[config.mk]
export PLATFORM = sky130hd
export DESIGN_NAME = wedge_queue
export DESIGN_NICKNAME = d
export VERILOG_FILES = /design/src/rtl/wedge_pkg.sv /design/src/rtl/wedge_queue.sv
export SDC_FILE = /design/constraint.sdc
export NUM_CORES = 1
export LEC_CHECK = 0
export BUFFER_PORTS_ARGS = -buffer_cell sky130_fd_sc_hd__buf_2
export CAP_MARGIN = 20
export CORE_ASPECT_RATIO = 0.5
export CORE_MARGIN = 1
export CORE_UTILIZATION = 30
export DETAILED_ROUTE_END_ITERATION = 8
export PLACE_DENSITY = 0.51
export SYNTH_ARGS = -nofsm -noshare
export SYNTH_HDL_FRONTEND = slang
export SYNTH_SLANG_ARGS = --single-unit
[constraint.sdc]
create_clock -name clock -period 5.45 [get_ports clock]
set_input_delay 1.09 -clock clock [delete_from_list [all_inputs] [get_ports clock]]
set_output_delay 1.09 -clock clock [all_outputs]
set_load 0.005 [all_outputs]
[src/rtl/wedge_pkg.sv]
// ----------------------------------------------------------------------------
// wedge_pkg
// Shared types and constants of the 3x3 window edge blackening block.
// ----------------------------------------------------------------------------
package wedge_pkg;

   localparam int MAX_WIDTH   = 2048;
   localparam int MAX_HEIGHT  = 2048;
   localparam int PIX_W       = 24;
   localparam int DIM_W       = 12;
   localparam int COL_W       = $clog2(MAX_WIDTH);
   localparam int OROW_W      = $clog2(MAX_HEIGHT);
   localparam int ROW_W       = $clog2(MAX_HEIGHT + 2);
   localparam int CSR_IDX_W   = 2;
   localparam int QUEUE_DEPTH = 4;
   localparam int QPTR_W      = $clog2(QUEUE_DEPTH);

   localparam logic [CSR_IDX_W-1:0] CSR_IMAGE_WIDTH  = 2'd0;
   localparam logic [CSR_IDX_W-1:0] CSR_IMAGE_HEIGHT = 2'd1;

   localparam logic OP_PIXEL = 1'b0;
   localparam logic OP_DRAIN = 1'b1;

   typedef struct packed {
      logic top;
      logic bottom;
      logic left;
      logic right;
   } border_type;

   typedef struct packed {
      logic [PIX_W-1:0] pix;
      logic [COL_W-1:0] addr;
      logic             zero_shift;
      logic             emit;
      border_type       border;
      logic             last;
   } task_type;

endpackage

[src/rtl/wedge_queue.sv]
// ----------------------------------------------------------------------------
// wedge_queue
// Short task queue between the request intake and the window datapath.
// ----------------------------------------------------------------------------
module wedge_queue (
   input  logic                clock,
   input  logic                reset,
   input  logic                push,
   input  wedge_pkg::task_type push_task,
   output logic                full,
   input  logic                pop,
   output logic                not_empty,
   output wedge_pkg::task_type pop_task
);

   wedge_pkg::task_type entry_ff [wedge_pkg::QUEUE_DEPTH];
   logic [wedge_pkg::QPTR_W-1:0] wr_ptr_ff, wr_ptr_in;
   logic [wedge_pkg::QPTR_W-1:0] rd_ptr_ff, rd_ptr_in;
   logic [wedge_pkg::QPTR_W:0]   count_ff, count_in;

   assign full      = (count_ff == (wedge_pkg::QPTR_W+1)'(wedge_pkg::QUEUE_DEPTH));
   assign not_empty = (count_ff != '0);
   assign pop_task  = entry_ff[rd_ptr_ff];

   always_comb begin
      wr_ptr_in = push ? wr_ptr_ff + wedge_pkg::QPTR_W'(1) : wr_ptr_ff;
      rd_ptr_in = pop ? rd_ptr_ff + wedge_pkg::QPTR_W'(1) : rd_ptr_ff;
      count_in  = count_ff;
      if (push && !pop) begin
         count_in = count_ff + (wedge_pkg::QPTR_W+1)'(1);
      end else if (pop && !push) begin
         count_in = count_ff - (wedge_pkg::QPTR_W+1)'(1);
      end
   end

   always_ff @(posedge clock) begin
      if (push) begin
         entry_ff[wr_ptr_ff] <= push_task;
      end
   end

   always_ff @(posedge clock) begin
      if (reset) begin
         wr_ptr_ff <= '0;
         rd_ptr_ff <= '0;
         count_ff  <= '0;
      end else begin
         wr_ptr_ff <= wr_ptr_in;
         rd_ptr_ff <= rd_ptr_in;
         count_ff  <= count_in;
      end
   end

endmodule

[Yosys cells after proc, flatten, opt, wreduce, memory -nomap -nowiden]
Memory sizes are Yosys's and may differ from the RTL's. A register that Yosys moved wholly into a read port is not among the register bits.
Index checks and enable logic that the tools add are counted.
Word-level totals
  memory bits (writable): 168
  input port bits: 46
  output and inout bits: 44
  memories: 1
  bits in registers: 7
Cells by class
  reduce and logical (&&, ||, !) cells: 6
  $add $sub $neg: 4
  mux-type cells: 6
  equal/unequal tests: 1
Memory list
  entry_ff: words 4, bits a word 42, read ports 1, clocked after Yosys merged registers in 1, write ports 1, line wedge_queue.sv:16  | wedge_pkg::task_type entry_ff [wedge_pkg::QUEUE_DEPTH];
Operator list (count)
  3-bit 2-to-1 mux: 2
  2-bit by 1-bit adder with 2-bit output, second input constant: 2
  2-bit 2-to-1 mux: 2
  3-bit by 1-bit adder with 3-bit output, second input constant: 1
  3-bit == test, second input constant: 1
  3-bit nonzero test: 1
  3-bit by 1-bit subtractor with 3-bit output, second input constant: 1
  1-bit logical AND: 2
  1-bit zero test: 2
  1-bit 2-to-1 mux: 2
  2-bit nonzero test: 1

[Longest topological paths before layout]
  depth after elaboration: 4
  gate-level depth with buffers: 7
  depth with buffers taken out: 7

[Worst setup path after synthesis]
No wires, ideal clock.
  path type: in2reg
  from: input port push
  to: memory entry_ff[0][0] (netlist bit), enable pin
  path slack: 2.940 ns
  cell stages on the path: 1
  data arrival time: 2.106 ns
  data required time: 5.047 ns
  cell sequence: and2_1
Between the ends
  word-level cells in the longest chain between the ends: 2
RTL lines
  start, declared: line wedge_queue.sv:8  | input logic push,
  1-bit 2-to-1 mux: line wedge_queue.sv:37  | if (push) begin
  1-bit 2-to-1 mux (implied by the code): line wedge_queue.sv:38  | entry_ff[wr_ptr_ff] <= push_task;
  end, declared: line wedge_queue.sv:16
No other way between the ends.

==> out/metrics.yaml <==
worst_hold_path:
  min_path_type: "reg -> reg"
  holdPathStages: 2
  hold_end: "count_ff[2]"
  worstHoldStart: "count_ff[2]"
setup_path:
  worstPathArrival_ps: 2180
  startpoint_type: "flop"
  cp-end-kind: "output pin"
  crit_fanout: 42
  r2r_setup_slack_ps: 3540
  required_ps: 4360
  r2r_cells: 4
  path_class: "reg -> out"
  r2r-end: "entry_ff[1][15]"
  r2r_start: "wr_ptr_ff[1]"
logic_synthesis:
  synth_most_common_cell: "edfxtp_1"
  syn-cell-area_um2: 6540
  synth_area_per_cell_um2: 24.8
  synth_edf_count: 168
  synth_top_area_share_pct: 77.1
  synth_fp_nets: 316
  synth_cells: 264
  ys_top_cells_by_area: "edfxtp_1 (77%), mux4_2 (14%), dfxtp_1 (2.8%)"
  synthFlopType: "edfxtp_1"
  ys_ff_latch: 177
  ys_seq_area_share_pct: 79.8
  synth.distinct_cells: 21
  ys_warn_count: 0
  netlist_top_cells_count: "edfxtp_1 (168), mux4_2 (40), dfxtp_1 (9)"
  synth_area_leader_cell: "edfxtp_1"
  ys_async_sr_fraction_pct: 0
sta:
  finalCritPeriodShare_pct: 59.9
  finalHoldViolations: 0
  tns_ps: 0
  fmax_ghz: 0.306
  rsz0062_at_grt: "false"
  finClkSkew_ps: 5.77
  slew_headroom_pct: 39.8
  setup_violations: 0
  hold_ws_ps: 503
  tightest_slew_ps: 902
  fin_crit_ps: 3270
  slew_violations: 0
floorplanning:
  io_pins: 90
  start_util_pct: 31.2
  fp.dieArea_um2: 22400
  fp.dieW_um: 211
  rows: 37
  core_um2: 21000
  fp.dieH_um: 106
run:
  max-cap-violations: 0
route:
  wire_per_inst_um: 17.8
  drt-initial-drc-count: 172
  antenna_left: 0
  drc: 0
  num_vias: 2910
  dr.pass1.iters: 4
  viasPerCell: 4.34
  routed_wirelength_um: 11900
grt:
  gr-total-overflow: 0
  grt_pass1_vias: 3084
  grt_usage_pct: 11.4
  antenna_found_initial: 1
  grt_max_degree: 43
  grt_pass1_wl_um: 18300
clock_network:
  clock-sinks: 177
  clk_path_buf_depth: 2
  clk_pin_slew_ps: 60
  hold_buffers: 0
  post-cts-setup-buffers: 0
  cts_tree: "yes"
  h-tree-depth: 4
  cts_resized: 0
  insertion_delay_ps: 410
  cts_buffers: 17
  root_buffer: "clkbuf_16"
place:
  gp_congestion: 0.666
  port_buffers: 89
  place_inst: 639
  place_hpwl_um: 6980
pwr:
  power_density_nw_per_um2: 391
  p_leak_nw: 2.65
  power.total_mw: 3.08
  ir_worst_vdd_v: 0.000245
layout:
  final_cells: 670
  num_antenna_cells: 0
  nets: 418
  syn_to_final_growth_pct: 20.5
  fillers: 1921
  drive_above_1_share_pct: 44.7
outcome:
  outcome: "completed"
state kept, by name, summed over array words and instances (netlist names), named ones only:
signal / count
wr_ptr_ff: 2
rd_ptr_ff: 2
entry_ff: 168
count_ff: 3
worst max-delay path by stage:
stage | from | endpoint | depth (start not counted)
6_report | flop | pop_task[37] | 2
5_1_grt | flop | pop_task[37] | 2
3_3_place_gp | flop | pop_task[37] | 2
3_5_place_dp | flop | pop_task[37] | 2
4_1_cts | flop | pop_task[37] | 2
2_1_floorplan | push | entry_ff[0][0] | 1
cell families after synthesis:
| group | synth area share [%] |
|---|---|
| buffers and inverters | 2.05 |
| adders and majority gates | 1.26 |
| xor gates and xnor gates | 0.669 |
| and+or+nand+nor | 1.15 |
| AOI/OAI and AO/OA | 0.153 |
| DFF | 79.8 |
| muxes | 14.9 |
critical path, stage by stage (launching register included):
cell and delay (ps):
dfxtp_4 950, mux4_1 660, buf_2 140
layout make-up:
type	instances	area (um2)	area share (%)
Inverter	4	15.0	0.190
Tap cell	292	365	4.63
Sequential cell	177	5230	66.3
Multi-Input combinational cell	72	1190	15.1
Clock inverter	14	179	2.27
Timing Repair Buffer	94	483	6.12
Clock buffer	17	425	5.39
report_power, final:
part / switching (mW) / total (mW) / internal [mW]
Sequential: 0.0365 / 1.60 / 1.56
Clock: 0.510 / 1.24 / 0.728
Combinational: 0.118 / 0.248 / 0.130
Total: 0.665 / 3.08 / 2.42
cell usage in the layout (no fill, tap or decap), drive strengths merged:
cell and instances:
edfxtp 168, xor2 3, or3 2, clkbuf 17, bufinv 3, mux4 42, o21ai 1, and2 4
buf 94, ha 5, mux2i 2, inv 9, dfxtp 9, nand2 1, xnor2 2, fa 1
clkinvlp 2, nor3b 1, clkinv 4, a21oi 1, nor2 7
layer usage:
layer	GRT usage, %	routed length, um	up-vias
li1	-	-	1311
met1	14.8	5390	1544
met2	18.6	6030	42
met3	2.87	347	11
met4	4.04	126	2
met5	0	13	-
through the flow:
stage          setup slack [ps]  util (%)  area, um2
2_1_floorplan              2940         -       6540
3_3_place_gp               2510      34.7       7280
3_5_place_dp               2530      34.7       7280
4_1_cts                    2090      37.6       7890
5_1_grt                    1990      37.6       7890
6_report                   2180      37.6       7890
Note: power is estimated with default switching activity, not from simulation.
