### src/rtl/wedge_pkg.sv
// ----------------------------------------------------------------------------
// wedge_pkg
// Shared types and constants of the 3x3 window edge blackening block.
// ----------------------------------------------------------------------------
package wedge_pkg;

   localparam int MAX_WIDTH   = 2048;
   localparam int MAX_HEIGHT  = 2048;
   localparam int PIX_W       = 24;
   localparam int DIM_W       = 12;
   localparam int COL_W       = $clog2(MAX_WIDTH);
   localparam int OROW_W      = $clog2(MAX_HEIGHT);
   localparam int ROW_W       = $clog2(MAX_HEIGHT + 2);
   localparam int CSR_IDX_W   = 2;
   localparam int QUEUE_DEPTH = 4;
   localparam int QPTR_W      = $clog2(QUEUE_DEPTH);

   localparam logic [CSR_IDX_W-1:0] CSR_IMAGE_WIDTH  = 2'd0;
   localparam logic [CSR_IDX_W-1:0] CSR_IMAGE_HEIGHT = 2'd1;

   localparam logic OP_PIXEL = 1'b0;
   localparam logic OP_DRAIN = 1'b1;

   typedef struct packed {
      logic top;
      logic bottom;
      logic left;
      logic right;
   } border_type;

   typedef struct packed {
      logic [PIX_W-1:0] pix;
      logic [COL_W-1:0] addr;
      logic             zero_shift;
      logic             emit;
      border_type       border;
      logic             last;
   } task_type;

endpackage

### src/rtl/wedge_front.sv
// ----------------------------------------------------------------------------
// wedge_front
// Request intake: frame geometry registers, input and output position
// counters, and classification of each request into a window task.
// ----------------------------------------------------------------------------
module wedge_front (
   input  logic                               clock,
   input  logic                               reset,
   input  logic                               req_tvalid,
   output logic                               req_tready,
   input  logic [23:0]                        req_tdata,
   input  logic                               req_tuser,
   input  logic                               csr_valid,
   output logic                               csr_ready,
   input  logic [wedge_pkg::CSR_IDX_W-1:0]    csr_index,
   input  logic [wedge_pkg::DIM_W-1:0]        csr_data,
   input  logic                               q_full,
   output logic                               q_push,
   output wedge_pkg::task_type                q_task
);

   logic [wedge_pkg::DIM_W-1:0]  width_ff, width_in;
   logic [wedge_pkg::DIM_W-1:0]  height_ff, height_in;
   logic [wedge_pkg::COL_W-1:0]  icol_ff, icol_in;
   logic [wedge_pkg::ROW_W-1:0]  irow_ff, irow_in;
   logic [wedge_pkg::COL_W-1:0]  ocol_ff, ocol_in;
   logic [wedge_pkg::OROW_W-1:0] orow_ff, orow_in;

   logic accept;
   logic in_frame;
   logic drop;
   logic csr_write;

   function automatic logic [wedge_pkg::DIM_W-1:0] clamp_dim(
      input logic [wedge_pkg::DIM_W-1:0] value,
      input logic [wedge_pkg::DIM_W-1:0] max_value
   );
      logic [wedge_pkg::DIM_W-1:0] result;
      if (value == '0) begin
         result = wedge_pkg::DIM_W'(1);
      end else if (value > max_value) begin
         result = max_value;
      end else begin
         result = value;
      end
      return result;
   endfunction

   assign csr_ready  = 1'b1;
   assign csr_write  = csr_valid && csr_ready;
   assign req_tready = !q_full;
   assign accept     = req_tvalid && req_tready;

   always_comb begin
      in_frame = (wedge_pkg::ROW_W'(height_ff) > irow_ff);
      drop     = (req_tuser == wedge_pkg::OP_DRAIN) && in_frame;
      q_push   = accept && !drop;

      q_task.pix        = in_frame ? req_tdata : '0;
      q_task.addr       = icol_ff;
      q_task.zero_shift = (icol_ff == '0) && (irow_ff >= wedge_pkg::ROW_W'(2));
      q_task.emit       = (icol_ff == '0) ? (irow_ff >= wedge_pkg::ROW_W'(2))
                                          : (irow_ff >= wedge_pkg::ROW_W'(1));
      q_task.border.top    = (orow_ff == '0);
      q_task.border.bottom = ({1'b0, orow_ff} + wedge_pkg::DIM_W'(1)) >= height_ff;
      q_task.border.left   = (ocol_ff == '0);
      q_task.border.right  = ({1'b0, ocol_ff} + wedge_pkg::DIM_W'(1)) >= width_ff;
      q_task.last = ({1'b0, orow_ff} == (height_ff - wedge_pkg::DIM_W'(1))) &&
                    ({1'b0, ocol_ff} == (width_ff - wedge_pkg::DIM_W'(1)));

      width_in  = width_ff;
      height_in = height_ff;
      icol_in   = icol_ff;
      irow_in   = irow_ff;
      ocol_in   = ocol_ff;
      orow_in   = orow_ff;

      if (csr_write) begin
         case (csr_index)
            wedge_pkg::CSR_IMAGE_WIDTH: begin
               width_in = clamp_dim(csr_data, wedge_pkg::DIM_W'(wedge_pkg::MAX_WIDTH));
               icol_in  = '0;
               irow_in  = '0;
               ocol_in  = '0;
               orow_in  = '0;
            end
            wedge_pkg::CSR_IMAGE_HEIGHT: begin
               height_in = clamp_dim(csr_data, wedge_pkg::DIM_W'(wedge_pkg::MAX_HEIGHT));
               icol_in   = '0;
               irow_in   = '0;
               ocol_in   = '0;
               orow_in   = '0;
            end
            default: begin
            end
         endcase
      end else if (q_push) begin
         if (({1'b0, icol_ff} + wedge_pkg::DIM_W'(1)) >= width_ff) begin
            icol_in = '0;
            irow_in = irow_ff + wedge_pkg::ROW_W'(1);
         end else begin
            icol_in = icol_ff + wedge_pkg::COL_W'(1);
         end
         if (q_task.emit) begin
            if (q_task.border.right) begin
               ocol_in = '0;
               orow_in = orow_ff + wedge_pkg::OROW_W'(1);
            end else begin
               ocol_in = ocol_ff + wedge_pkg::COL_W'(1);
            end
            if (q_task.last) begin
               icol_in = '0;
               irow_in = '0;
               ocol_in = '0;
               orow_in = '0;
            end
         end
      end
   end

   always_ff @(posedge clock) begin
      if (reset) begin
         width_ff  <= wedge_pkg::DIM_W'(640);
         height_ff <= wedge_pkg::DIM_W'(480);
         icol_ff   <= '0;
         irow_ff   <= '0;
         ocol_ff   <= '0;
         orow_ff   <= '0;
      end else begin
         width_ff  <= width_in;
         height_ff <= height_in;
         icol_ff   <= icol_in;
         irow_ff   <= irow_in;
         ocol_ff   <= ocol_in;
         orow_ff   <= orow_in;
      end
   end

endmodule

### config.mk
export PLATFORM = sky130hd
export DESIGN_NAME = wedge_front
export DESIGN_NICKNAME = d
export VERILOG_FILES = /design/src/rtl/wedge_pkg.sv /design/src/rtl/wedge_front.sv
export SDC_FILE = /design/constraint.sdc
export NUM_CORES = 1
export LEC_CHECK = 0
export BUFFER_PORTS_ARGS = -buffer_cell sky130_fd_sc_hd__clkbuf_2
export CORE_MARGIN = 3
export CORE_UTILIZATION = 55
export DETAILED_ROUTE_END_ITERATION = 7
export PLACE_DENSITY_LB_ADDON = 0.1
export REMOVE_ABC_BUFFERS = 1
export SLEW_MARGIN = 20
export SYNTH_ARGS = -nofsm -noshare
export SYNTH_HDL_FRONTEND = slang
export SYNTH_SLANG_ARGS = --single-unit
### constraint.sdc
create_clock -name clock -period 7.5 [get_ports clock]
set_input_delay 1.125 -clock clock [delete_from_list [all_inputs] [get_ports clock]]
set_output_delay 1.125 -clock clock [all_outputs]
set_load 0.02 [all_outputs]
# [Word level (Yosys, flattened, before mapping)]
# Cells that the tools add are included.
[word_totals] ff_bits=69 latchBits=0 ramBits=0 rom_bits=0 inputBits=44 elab_cells=73 mem_count=0
[classes] add_sub_neg=9 n_mul=0 div_mod_pow=0 magnitude_cmp=7 eq_ne=4 shifts=0 mux=26 bitwise=0 n_reduce_logical=21
[ops] cell="two-way mux 11 bit" count=16
[ops] cell="two-way mux 12 bit" count=8
[ops] cell="adder 11 x 1 -> 12 bit, second input constant" count=3
[ops] cell="greater-or-equal comparator 12 bit" count=3
[ops] cell="adder 11 x 1 -> 11 bit, second input constant" count=3
[ops] cell="zero test 11 bit" count=3
[ops] cell="== test 11 x 12 -> 1 bit" count=2
[ops] cell="two-way mux 24 bit" count=1
[ops] cell="subtractor 12 x 1 -> 12 bit, second input constant" count=2
[ops] cell="adder 12 x 1 -> 12 bit, second input constant" count=1
[ops] cell="greater-or-equal comparator 12 x 1 -> 1 bit, second input constant" count=1
[ops] cell="greater-or-equal comparator 12 x 2 -> 1 bit, second input constant" count=1
[ops] cell="> comparator 12 bit" count=1
[ops] cell="> comparator 12 bit, second input constant" count=1
[ops] cell="zero test 12 bit" count=1
[ops] cell="AND reduction 2 bit" count=3
[ops] cell="logical AND 1 bit" count=5
[ops] cell="AND reduction 4 bit" count=1
[ops] cell="nonzero test 2 bit" count=2
[ops] cell="AND reduction 3 bit" count=1
[ops] cell="nonzero test 3 bit" count=1
[ops] cell="== test 2 x 1 -> 1 bit, second input constant" count=1
[ops] cell="zero test 1 bit" count=2
[ops] cell="zero test 2 bit" count=1
[ops] cell="other kinds (3)" count=3

# [Logic depth before layout (Yosys ltp)]
# Gate-level depths: netlist of run 1.
[depth] ltp_word=7 ltp_mapped=16 mapped_depth_nobuf=16

# [Worst setup path before layout of run 1]
# OpenSTA, ideal clock, no wires.
[synth_path] kind="register to output" from="reg height_ff[0] (netlist name)" to="out q_task[0] (netlist name)" arrival_ps=3135 required_ps=6375 setup_slack_ps=3240 path_stages_with_launch=11 n_path_buf=1 cell_sequence="dfxtp_1 inv_1 ha_1 clkbuf_1 xor2_1 o41a_1 or3_1 a21oi_1 and4_1 o21ai_0 a2111oi_0"
[synth_lines] item="start: declaration" line_no="wedge_front.sv:23" rtl="logic [wedge_pkg::DIM_W-1:0] height_ff, height_in;"
[synth_lines] item="start signal: assignment" line_no="wedge_front.sv:124" rtl="height_ff <= wedge_pkg::DIM_W'(480);"
[synth_lines] item="start signal: assignment" line_no="wedge_front.sv:131" rtl="height_ff <= height_in;"
[synth_lines] item="end: declaration" line_no="wedge_front.sv:19" rtl="output wedge_pkg::task_type q_task"

==> flow_summary.yaml, run 1 <==
sta:
  min_period_ns: 4.78
  max_freq_mhz: 209
  hold_violations: 0
  clock-skew-final_ns: 0.0172
  rsz0062_at_grt: "false"
  slew-limit-headroom: 0.368
  slew_viol_final: 0
  setup_slack_ns: 2.72
  finalCritPeriodShare: 0.638
  tns_ns: 0
  finalSetupViolCount: 0
  tightest_slew_ns: 0.945
synth:
  synth.area.top_cells: "dfxtp_1 24%, ha_1 13%, xnor2_1 4.6%"
  synth_ff_type: "dfxtp_1"
  synthSimpleGateAreaFrac: 0.274
  synth_top_area_share: 0.236
  synth_edf_count: 0
  yosys_warnings: 0
  synthAdderAreaFrac: 0.128
  synth_top_family_by_area: "simple AND/OR/NAND/NOR gates"
  post-synth-top-count-cell: "dfxtp_1"
  synth_common_cells: "69 x dfxtp_1, 60 x ha_1, 55 x nor2_1"
  yosys.area_share.xor_xnor: 0.0747
  synth-seq-area-share: 0.236
  synthCells: 741
  async_reset_ff_frac: 0
  synth_compound_area_frac: 0.211
  ys_seq_elements: 69
  ys_types: 70
  syn_avg_cell_area_um2: 7.91
  synthMuxAreaShare: 0.00896
  mappedNetlistArea_um2: 5860
  yosysTopAreaCell: "dfxtp_1"
clock_network:
  cts_root_buffer: "clkbuf_8"
  cts_tree: "yes"
  cts-resized-gates: 0
  path_clk_slew_ns: 0.07
  ctsHoldBuffers: 0
  clock_path_buffers: 2
  cts_buffers: 9
  clk_latency_ns: 0.36
  cts.sinks: 69
  post_cts.repair.setup_buffers: 0
  h-tree-depth: 3
floorplan:
  start_util: 0.568
  die_x_um: 109
  dieArea_um2: 11900
  rows: 37
  io_pins: 89
  die_h_um: 109
  coreArea_um2: 10300
layout:
  nNetsFinal: 899
  drive_above_1_share: 0.160
  diodes: 0
  layout-area-overhead-vs-synth_pct: 10.7
worst_setup_path:
  cp-end-kind: "output port"
  path_class: "flip-flop to output port"
  start_kind: "flip-flop"
  cp.arrival_ns: 3.66
  crit_slowest_cell: "o21ai_1"
  cp_cell_sequence: "ha_1 -> nand3_1 -> nor2_1 -> nand2_1 -> nor2_1 -> xnor2_1 -> ha_1 -> a2111o_1 -> or2_2 -> o21ai_1 -> inv_1 -> clkbuf_2"
  cp_data_required_time_ns: 6.38
  critical-path-max-stage-delay_ns: 0.44
  crit_fanout: 7
min_path:
  hp-class: "flip-flop to flip-flop"
drt:
  via_count: 5617
  antenna_left: 0
  drt_iter0_markers: 327
  wl_per_cell_um: 16.7
  drt-total-wl_mm: 15.6
  drc: 0
  drt-pass1-iter-count: 5
  via_per_inst: 6.00
status:
  status: "finished clean"
global_route:
  grt_pass1_vias: 5388
  grt-ovfl-total: 0
  grt_start_max_net_pins: 30
  grt_usage: 0.267
  antenna_found_initial: 0
  grt_first_pass_wirelength_mm: 25.6
power:
  p_leak_nw: 2.86
  power_density_nw_per_um2: 132
  vdd_ir_drop_max_v: 0.000144
place:
  portBuffers: 87
  pre_cts_slack_ns: 3.07
  finalWeightedCongestion: 0.935
  hpwl_mm: 12.3
job:
  drv_cap: 0
-- state kept, by name, indices dropped and copies added, names as in the netlist --
name,flops
height_ff,12
irow_ff,12
width_ff,12
icol_ff,11
ocol_ff,11
orow_ff,11
-- through the flow --
stage / hold slack (ns) / std cells / total power, mW / cell area, um^2 / util
6_report: 0.505 / 936 / 0.857 / 6490 / 0.629
5_1_grt: 0.515 / 936 / 0.892 / 6490 / 0.629
4_1_cts: 0.508 / 935 / 0.859 / 6480 / 0.628
3_5_place_dp: 0.497 / 919 / 0.544 / 6280 / 0.608
3_3_place_gp: 0.481 / 919 / 0.540 / 6280 / 0.608
2_1_floorplan: 0.452 / 694 / 0.485 / 5660 / -
-- report_power, final --
group	internal (mW)	total, mW	switching, mW
combinational	0.0598	0.157	0.0976
sequential	0.371	0.381	0.0101
clock	0.162	0.319	0.156
-- critical path, delay by kind of cell, from the launching register on --
kind                     cells  cell delay, ns
flip-flops                   1            0.42
AO/OA/AOI/OAI                2            0.87
AND/OR/NAND/NOR              5            0.97
buffers and inverters        2            0.33
XOR/XNOR                     1            0.17
adder cells (fa/ha/maj)      2            0.55
-- cells in the final DEF, fill, tap and decap left out, drive strengths merged, types with 6 or more instances in the layout --
cell type,count
a32o,6
a22o,9
and3,19
a211o,11
nor2,56
nand2,40
nor3,19
or3,7
nor3b,13
ha,60
nand3b,12
dfxtp,69
nor4,15
a21o,13
xnor2,31
o21ai,29
a21oi,39
clkbuf,97
nand4,8
a221o,7
and2,26
or2,6
nand2b,11
xor2,19
inv,49
nor2b,8
o21a,7
nand3,27
a211oi,9
-- worst paths after layout --
path	from	cells after the start	slack [ns]	end
worst max-delay path	ocol_ff[1]$_SDFFE_PP0P_	12	2.72	q_task[1]
worst min-delay path	width_ff[1]$_SDFFE_PP0P_	2	0.51	width_ff[1]$_SDFFE_PP0P_
worst max register to register	ocol_ff[1]$_SDFFE_PP0P_	14	3.32	ocol_ff[5]$_SDFFE_PP0P_
worst min register to register	width_ff[1]$_SDFFE_PP0P_	2	0.51	width_ff[1]$_SDFFE_PP0P_
-- cell families after synthesis --
family,count (synthesis)
simple gates,288
mux,5
flops,69
fa+ha+maj,60
buf+inv,96
compound gates,172
other cells,1
xor+xnor,50
-- final cells by class --
type,instances,area (um^2)
clock buffers,10,138
clock inverters,6,62.6
fillers,942,3830
inverters,49,184
multi-input cells,576,4100
flip-flops and latches,69,1380
well taps,136,170
repair buffers,90,458
-- metal layers --
layer  vias up  track usage  share of wire  wire length, um
met5         -            0              0                0
met3        33       0.0480          0.042              656
met4         0       0.0953          0.026              401
met1      2644        0.348           0.45             7100
met2       146        0.443           0.48             7480
li1       2794            -              -                -
Power figures use the tool's default switching activity.
==> run 2, diff against run 1 <==
--- a/config.mk
+++ b/config.mk
@@ -5,6 +5,7 @@
 export SDC_FILE = /design/constraint.sdc
 export NUM_CORES = 1
 export LEC_CHECK = 0
+export ABC_AREA = 1
 export BUFFER_PORTS_ARGS = -buffer_cell sky130_fd_sc_hd__clkbuf_2
 export CORE_MARGIN = 3
 export CORE_UTILIZATION = 55
==> constraint.sdc (replaced) <==
create_clock -name clock -period 4.82 [get_ports clock]
set_input_delay 0.723 -clock clock [delete_from_list [all_inputs] [get_ports clock]]
set_output_delay 0.723 -clock clock [all_outputs]
set_load 0.02 [all_outputs]
==> run 2 against run 1 <==
  * Clock skew fell by 0.012 ns
  * Worst setup slack worse by 1.8 ns
  * Clock power rose by 140%
  * Clock-buffer cell count unchanged
  * Sequential power grew 63%
  * Hold slack got worse by 0.015 ns
  * Register-to-register slack lost 2.0 ns
  * Largest cell class unchanged
  * Largest power group is now the clock network
==> flow_summary.yaml, run 2 <==
status:
  status: "finished clean"
sta:
  rsz0062_at_grt: "false"
  tightest_slew_ns: 1.05
  slew_viol_final: 0
  finalCritPeriodShare: 0.806
  tns_ns: 0
  hold_violations: 0
  min_period_ns: 3.88
  finalSetupViolCount: 0
  max_freq_mhz: 258
  slew-limit-headroom: 0.299
  clock-skew-final_ns: 0.00504
global_route:
  grt_first_pass_wirelength_mm: 30.0
  use_met2: 0.457
  antenna_found_initial: 0
  top_usage_layer: "met2"
  gr-usage-met3: 0.0640
  grt_usage: 0.285
  grt_pass1_vias: 6103
  grt_use_met1: 0.383
  grt_start_max_net_pins: 34
  grt-ovfl-total: 0
place:
  portBuffers: 87
  placed_area_um2: 6950
  finalWeightedCongestion: 0.938
  hpwl_mm: 14.2
power:
  power_density_nw_per_um2: 250
  vdd_ir_drop_max_v: 0.000231
  p_leak_nw: 3.63
synth:
  synthCells: 1047
  mappedNetlistArea_um2: 6460
  ys_types: 45
  synth_edf_count: 0
  ys_seq_elements: 69
  synth_ff_type: "dfxtp_1"
  async_reset_ff_frac: 0
  yosys_warnings: 0
  syn_avg_cell_area_um2: 6.17
  synth_common_cells: "241 x nand2_1, 153 x inv_1, 130 x nor2_1"
  synth-seq-area-share: 0.214
  synth.area.top_cells: "dfxtp_1 21%, nand2_1 14%, ha_1 12%"
  synth_top_area_share: 0.214
  yosysTopAreaCell: "dfxtp_1"
  post-synth-top-count-cell: "nand2_1"
clock_network:
  post_cts.repair.setup_buffers: 0
  cts-resized-gates: 0
  ctsHoldBuffers: 0
  clk_latency_ns: 0.35
  cts_tree: "yes"
  cts_buffers: 9
  cts_root_buffer: "clkbuf_16"
  h-tree-depth: 3
  clock_path_buffers: 2
  cts.sinks: 69
  path_clk_slew_ns: 0.06
layout:
  drive_above_1_share: 0.127
  largest_registers: "height_ff: 12 flops, irow_ff: 12 flops, width_ff: 12 flops"
  final_area_um2: 7280
  nNetsFinal: 1225
  layout-area-overhead-vs-synth_pct: 12.6
  diodes: 0
  mostFrequentLayoutCell: "nand2_1"
  layout_common_cells: "241 x nand2_1, 153 x inv_1, 130 x nor2_1"
worst_setup_path:
  cp.arrival_ns: 3.16
  cp_data_required_time_ns: 4.10
  crit_fanout: 11
  cp-end-kind: "output port"
  start_kind: "flip-flop"
  path_class: "flip-flop to output port"
drt:
  drt_iter0_markers: 532
  via_count: 6800
  drc: 0
  wl_per_cell_um: 14.6
  antenna_left: 0
  drt-pass1-iter-count: 6
  drt-total-wl_mm: 18.5
  via_per_inst: 5.37
floorplan:
  io_pins: 89
  start_util: 0.579
  rows: 38
  die_x_um: 114
  die_h_um: 114
  coreArea_um2: 11200
  dieArea_um2: 13100
job:
  drv_cap: 0
min_path:
  hp-class: "flip-flop to flip-flop"
[run 2: changes by cell type in the layout (fill, tap and decap cells not counted), sizes merged, moves of 23 or more]
cell and delta:
nor2 +89, nand3 +62, xnor2 -26, nand2 +206, inv +112, a21oi +40, and2 -23
[run 2: cell families after synthesis]
kind of cell | count (synthesis) | share of synthesized area
xor+xnor | 38 | 0.0526
buf+inv | 192 | 0.120
fa+ha+maj | 60 | 0.116
flops | 69 | 0.214
simple gates | 549 | 0.381
other cells | 1 | 0.000580
compound gates | 138 | 0.117
[run 2: layout make-up]
type                       count  area (um^2)
clock inverter                 6         93.8
tap                          140          175
inverter                     164          616
sequential                    69         1380
clock buffer                  10          239
fill                        1048         3890
multi-input combinational    786         4310
timing repair buffer          91          465
[run 2: per-layer routing]
metal,up-vias,routed length (um)
met5,-,0
met1,3016,8430
met2,244,8490
li1,3517,-
met4,0,326
met3,23,1270
[run 2: critical path: stages, from the launching register on]
cell      delay (ns)
dfxtp_1         0.46
nand3_1         0.15
nor3_1          0.29
nand2_1         0.16
nor2_1          0.17
xor2_1          0.21
ha_1            0.27
a21oi_1         0.13
nor2_1          0.05
a211oi_1        0.17
nand4_1         0.44
clkbuf_2        0.31
[run 2: per-stage QoR]
step / utilization / cells / power (mW) / setup slack (ns) / hold slack (ns)
after global placement: 0.622 / 1250 / 1.07 / 1.43 / 0.470
final: 0.652 / 1266 / 1.82 / 0.937 / 0.490
after CTS: 0.652 / 1266 / 1.83 / 0.961 / 0.491
after global routing: 0.652 / 1266 / 1.92 / 0.617 / 0.517
after floorplan: - / 1019 / 0.930 / 1.45 / 0.453
after detailed placement: 0.622 / 1250 / 1.07 / 1.34 / 0.482
[run 2: power by group]
part / switching (mW) / internal (mW) / leakage (nW)
Sequential: 0.0316 / 0.589 / 0.560
Combinational: 0.298 / 0.150 / 2.91
Clock: 0.284 / 0.472 / 0.160
[run 2: path summary, 6_finish.rpt]
check | slack (ns) | end | from | cells past startpoint
worst max-delay path | 0.94 | q_task[1] | ocol_ff[2]$_SDFFE_PP0P_ | 11
worst min-delay path | 0.49 | irow_ff[3]$_SDFFE_PP0P_ | irow_ff[3]$_SDFFE_PP0P_ | 2
worst max register to register | 1.28 | irow_ff[10]$_SDFFE_PP0P_ | icol_ff[0]$_SDFFE_PP0P_ | 21
worst min register to register | 0.49 | irow_ff[3]$_SDFFE_PP0P_ | irow_ff[3]$_SDFFE_PP0P_ | 2
==> run 3, diff against run 2 <==
--- a/config.mk
+++ b/config.mk
@@ -8,7 +8,7 @@
 export ABC_AREA = 1
 export BUFFER_PORTS_ARGS = -buffer_cell sky130_fd_sc_hd__clkbuf_2
 export CORE_MARGIN = 3
-export CORE_UTILIZATION = 55
+export CORE_UTILIZATION = 54
 export DETAILED_ROUTE_END_ITERATION = 7
 export PLACE_DENSITY_LB_ADDON = 0.1
 export REMOVE_ABC_BUFFERS = 1
==> constraint.sdc (replaced) <==
create_clock -name clock -period 3.3 [get_ports clock]
set_input_delay 0.495 -clock clock [delete_from_list [all_inputs] [get_ports clock]]
set_output_delay 0.495 -clock clock [all_outputs]
set_load 0.02 [all_outputs]
==> run 3 against run 2 <==
  * Core utilization up 0.15 points
  * Cell count increased by 1.7%
  * Clock skew increased by 0.0037 ns
  * Worst setup slack got worse by 0.78 ns
  * Sequential share of layout area shrank 0.55 points
  * Hold slack got worse by 0.040 ns
  * Clock power is 52% higher
  * Routed wire length grew 0.46%
  * Global-route usage is 0.39 points lower
  * Register-to-register slack lost 1.0 ns
  * Total power rose by 50%
  * Critical path type unchanged
==> flow_summary.yaml, run 3 (synthesized netlist as in run 2, its figures left out) <==
status:
  status: "finished clean"
power:
  p_seq_frac: 0.332
  p_int_mw: 1.85
  power_density_nw_per_um2: 361
  p_sw_mw: 0.879
  vdd_ir_drop_max_v: 0.000221
  combPwrFrac: 0.246
  pwr-share-clk: 0.422
  p_leak_nw: 3.74
  switching_share: 0.322
worst_setup_path:
  cp.arrival_ns: 2.65
  crit_fanout: 5
  cp_data_required_time_ns: 2.80
  cp-end-kind: "output port"
  start_kind: "flip-flop"
  path_class: "flip-flop to output port"
job:
  drv_cap: 0
place:
  hpwl_mm: 14.7
  dp.cells: 1265
  portBuffers: 87
  placed_area_um2: 7040
  finalWeightedCongestion: 0.948
clock_network:
  h-tree-depth: 3
  clock_path_buffers: 2
  cts.sinks: 69
  path_clk_slew_ns: 0.06
  cts_buffers: 9
  clk_latency_ns: 0.34
  cts_tree: "yes"
  cts_root_buffer: "clkbuf_16"
  ctsHoldBuffers: 0
drt:
  drt-pass1-iter-count: 5
  drt-total-wl_mm: 18.6
  via_count: 6944
  wl_per_cell_um: 14.4
  antenna_left: 0
  via_per_inst: 5.40
  drc: 0
  drt_iter0_markers: 465
sta:
  slew-limit-headroom: 0.664
  hold_slack_ns: 0.451
  max_freq_mhz: 318
  hold_violations: 0
  tightest_slew_ns: 0.503
  slew_viol_final: 0
  finalSetupViolCount: 0
  clock-skew-final_ns: 0.00871
  finalCritPeriodShare: 0.952
  min_period_ns: 3.14
global_route:
  grt_first_pass_wirelength_mm: 29.9
  grt_usage: 0.281
  grt_start_max_net_pins: 33
  grt_pass1_vias: 6165
  grt-ovfl-total: 0
  antenna_found_initial: 0
layout:
  mostFrequentLayoutCell: "nand2_1"
  layout-area-overhead-vs-synth_pct: 16.8
  diodes: 0
  final_util: 0.653
  layout_common_cells: "239 x nand2_1, 151 x inv_1, 127 x nor2_1"
  drive_above_1_share: 0.166
  nNetsFinal: 1243
  largest_registers: "height_ff: 12 flops, irow_ff: 12 flops, width_ff: 12 flops"
  multi_input_area_um2: 4410
  ff_latch_area_um2: 1390
  fillers: 1115
  instances_no_fill: 1287
  final_area_um2: 7550
floorplan:
  dieArea_um2: 13300
  io_pins: 89
  die_h_um: 115
  coreArea_um2: 11600
  die_x_um: 115
  rows: 39
  start_util: 0.559
min_path:
  hp-class: "input port to flip-flop"
run 3: cell type report:
class                           count  area share
Sequential cell                    69       0.184
Multi-Input combinational cell    786       0.584
Timing Repair Buffer              109      0.0803
Clock inverter                      6      0.0146
Tap cell                          143      0.0237
Clock buffer                       10      0.0316
Inverter                          164      0.0815
run 3: critical path, stage by stage (launching register included):
cell and delay (ns):
dfxtp_2 0.39, ha_2 0.22, nand3_2 0.11, nor2_4 0.17, nand2_2 0.09, nor2_1 0.09, nand2_1 0.08, xor2_2 0.15
inv_1 0.06, ha_1 0.29, nand2_1 0.07, nor2_1 0.04, a211oi_1 0.16, nand4_1 0.17, buf_4 0.20
run 3: final timing paths:
kind / start / to / slack [ns] / cells past startpoint
worst max register to register: icol_ff[0]$_SDFFE_PP0P_ / irow_ff[7]$_SDFFE_PP0P_ / 0.27 / 19
worst max-delay path: ocol_ff[0]$_SDFFE_PP0P_ / q_task[1] / 0.16 / 14
worst min register to register: irow_ff[5]$_SDFFE_PP0P_ / irow_ff[5]$_SDFFE_PP0P_ / 0.49 / 2
worst min-delay path: csr_data[9] / height_ff[9]$_SDFFE_PP0P_ / 0.45 / 3
run 3: repair_timing:
item                                    in CTS  in global routing
pin swaps                                    1                  5
endpoints found under the setup margin       1                 44
resized for setup                            1                 34
buffers inserted                             1                  5
run 3: metrics by stage:
stage	worst slack (ns)	TNS, ns	total power, mW
global route	-0.0844	-0.615	2.85
detailed placement	0.0903	0	1.58
CTS	0.0259	0	2.72
finish	0.159	0	2.73
floorplan	-0.0744	-0.199	1.36
global placement	0.206	0	1.57
run 3: power by group through the flow:
stage / clock (mW) / combinational, mW / sequential (mW)
CTS: 1.16 / 0.658 / 0.904
global placement: 0 / 0.649 / 0.922
detailed placement: 0 / 0.654 / 0.923
finish: 1.15 / 0.671 / 0.907
global route: 1.19 / 0.752 / 0.911
floorplan: 0 / 0.448 / 0.910
run 3: per-layer routing:
metal  up-vias  share of wire  GRT usage  wire, um
li1       3569              -          -         -
met1      3157           0.46      0.385      8510
met2       189           0.47      0.465      8720
met3        29          0.057     0.0397      1070
met4         0          0.016     0.0751       303
met5         -              0          0         0
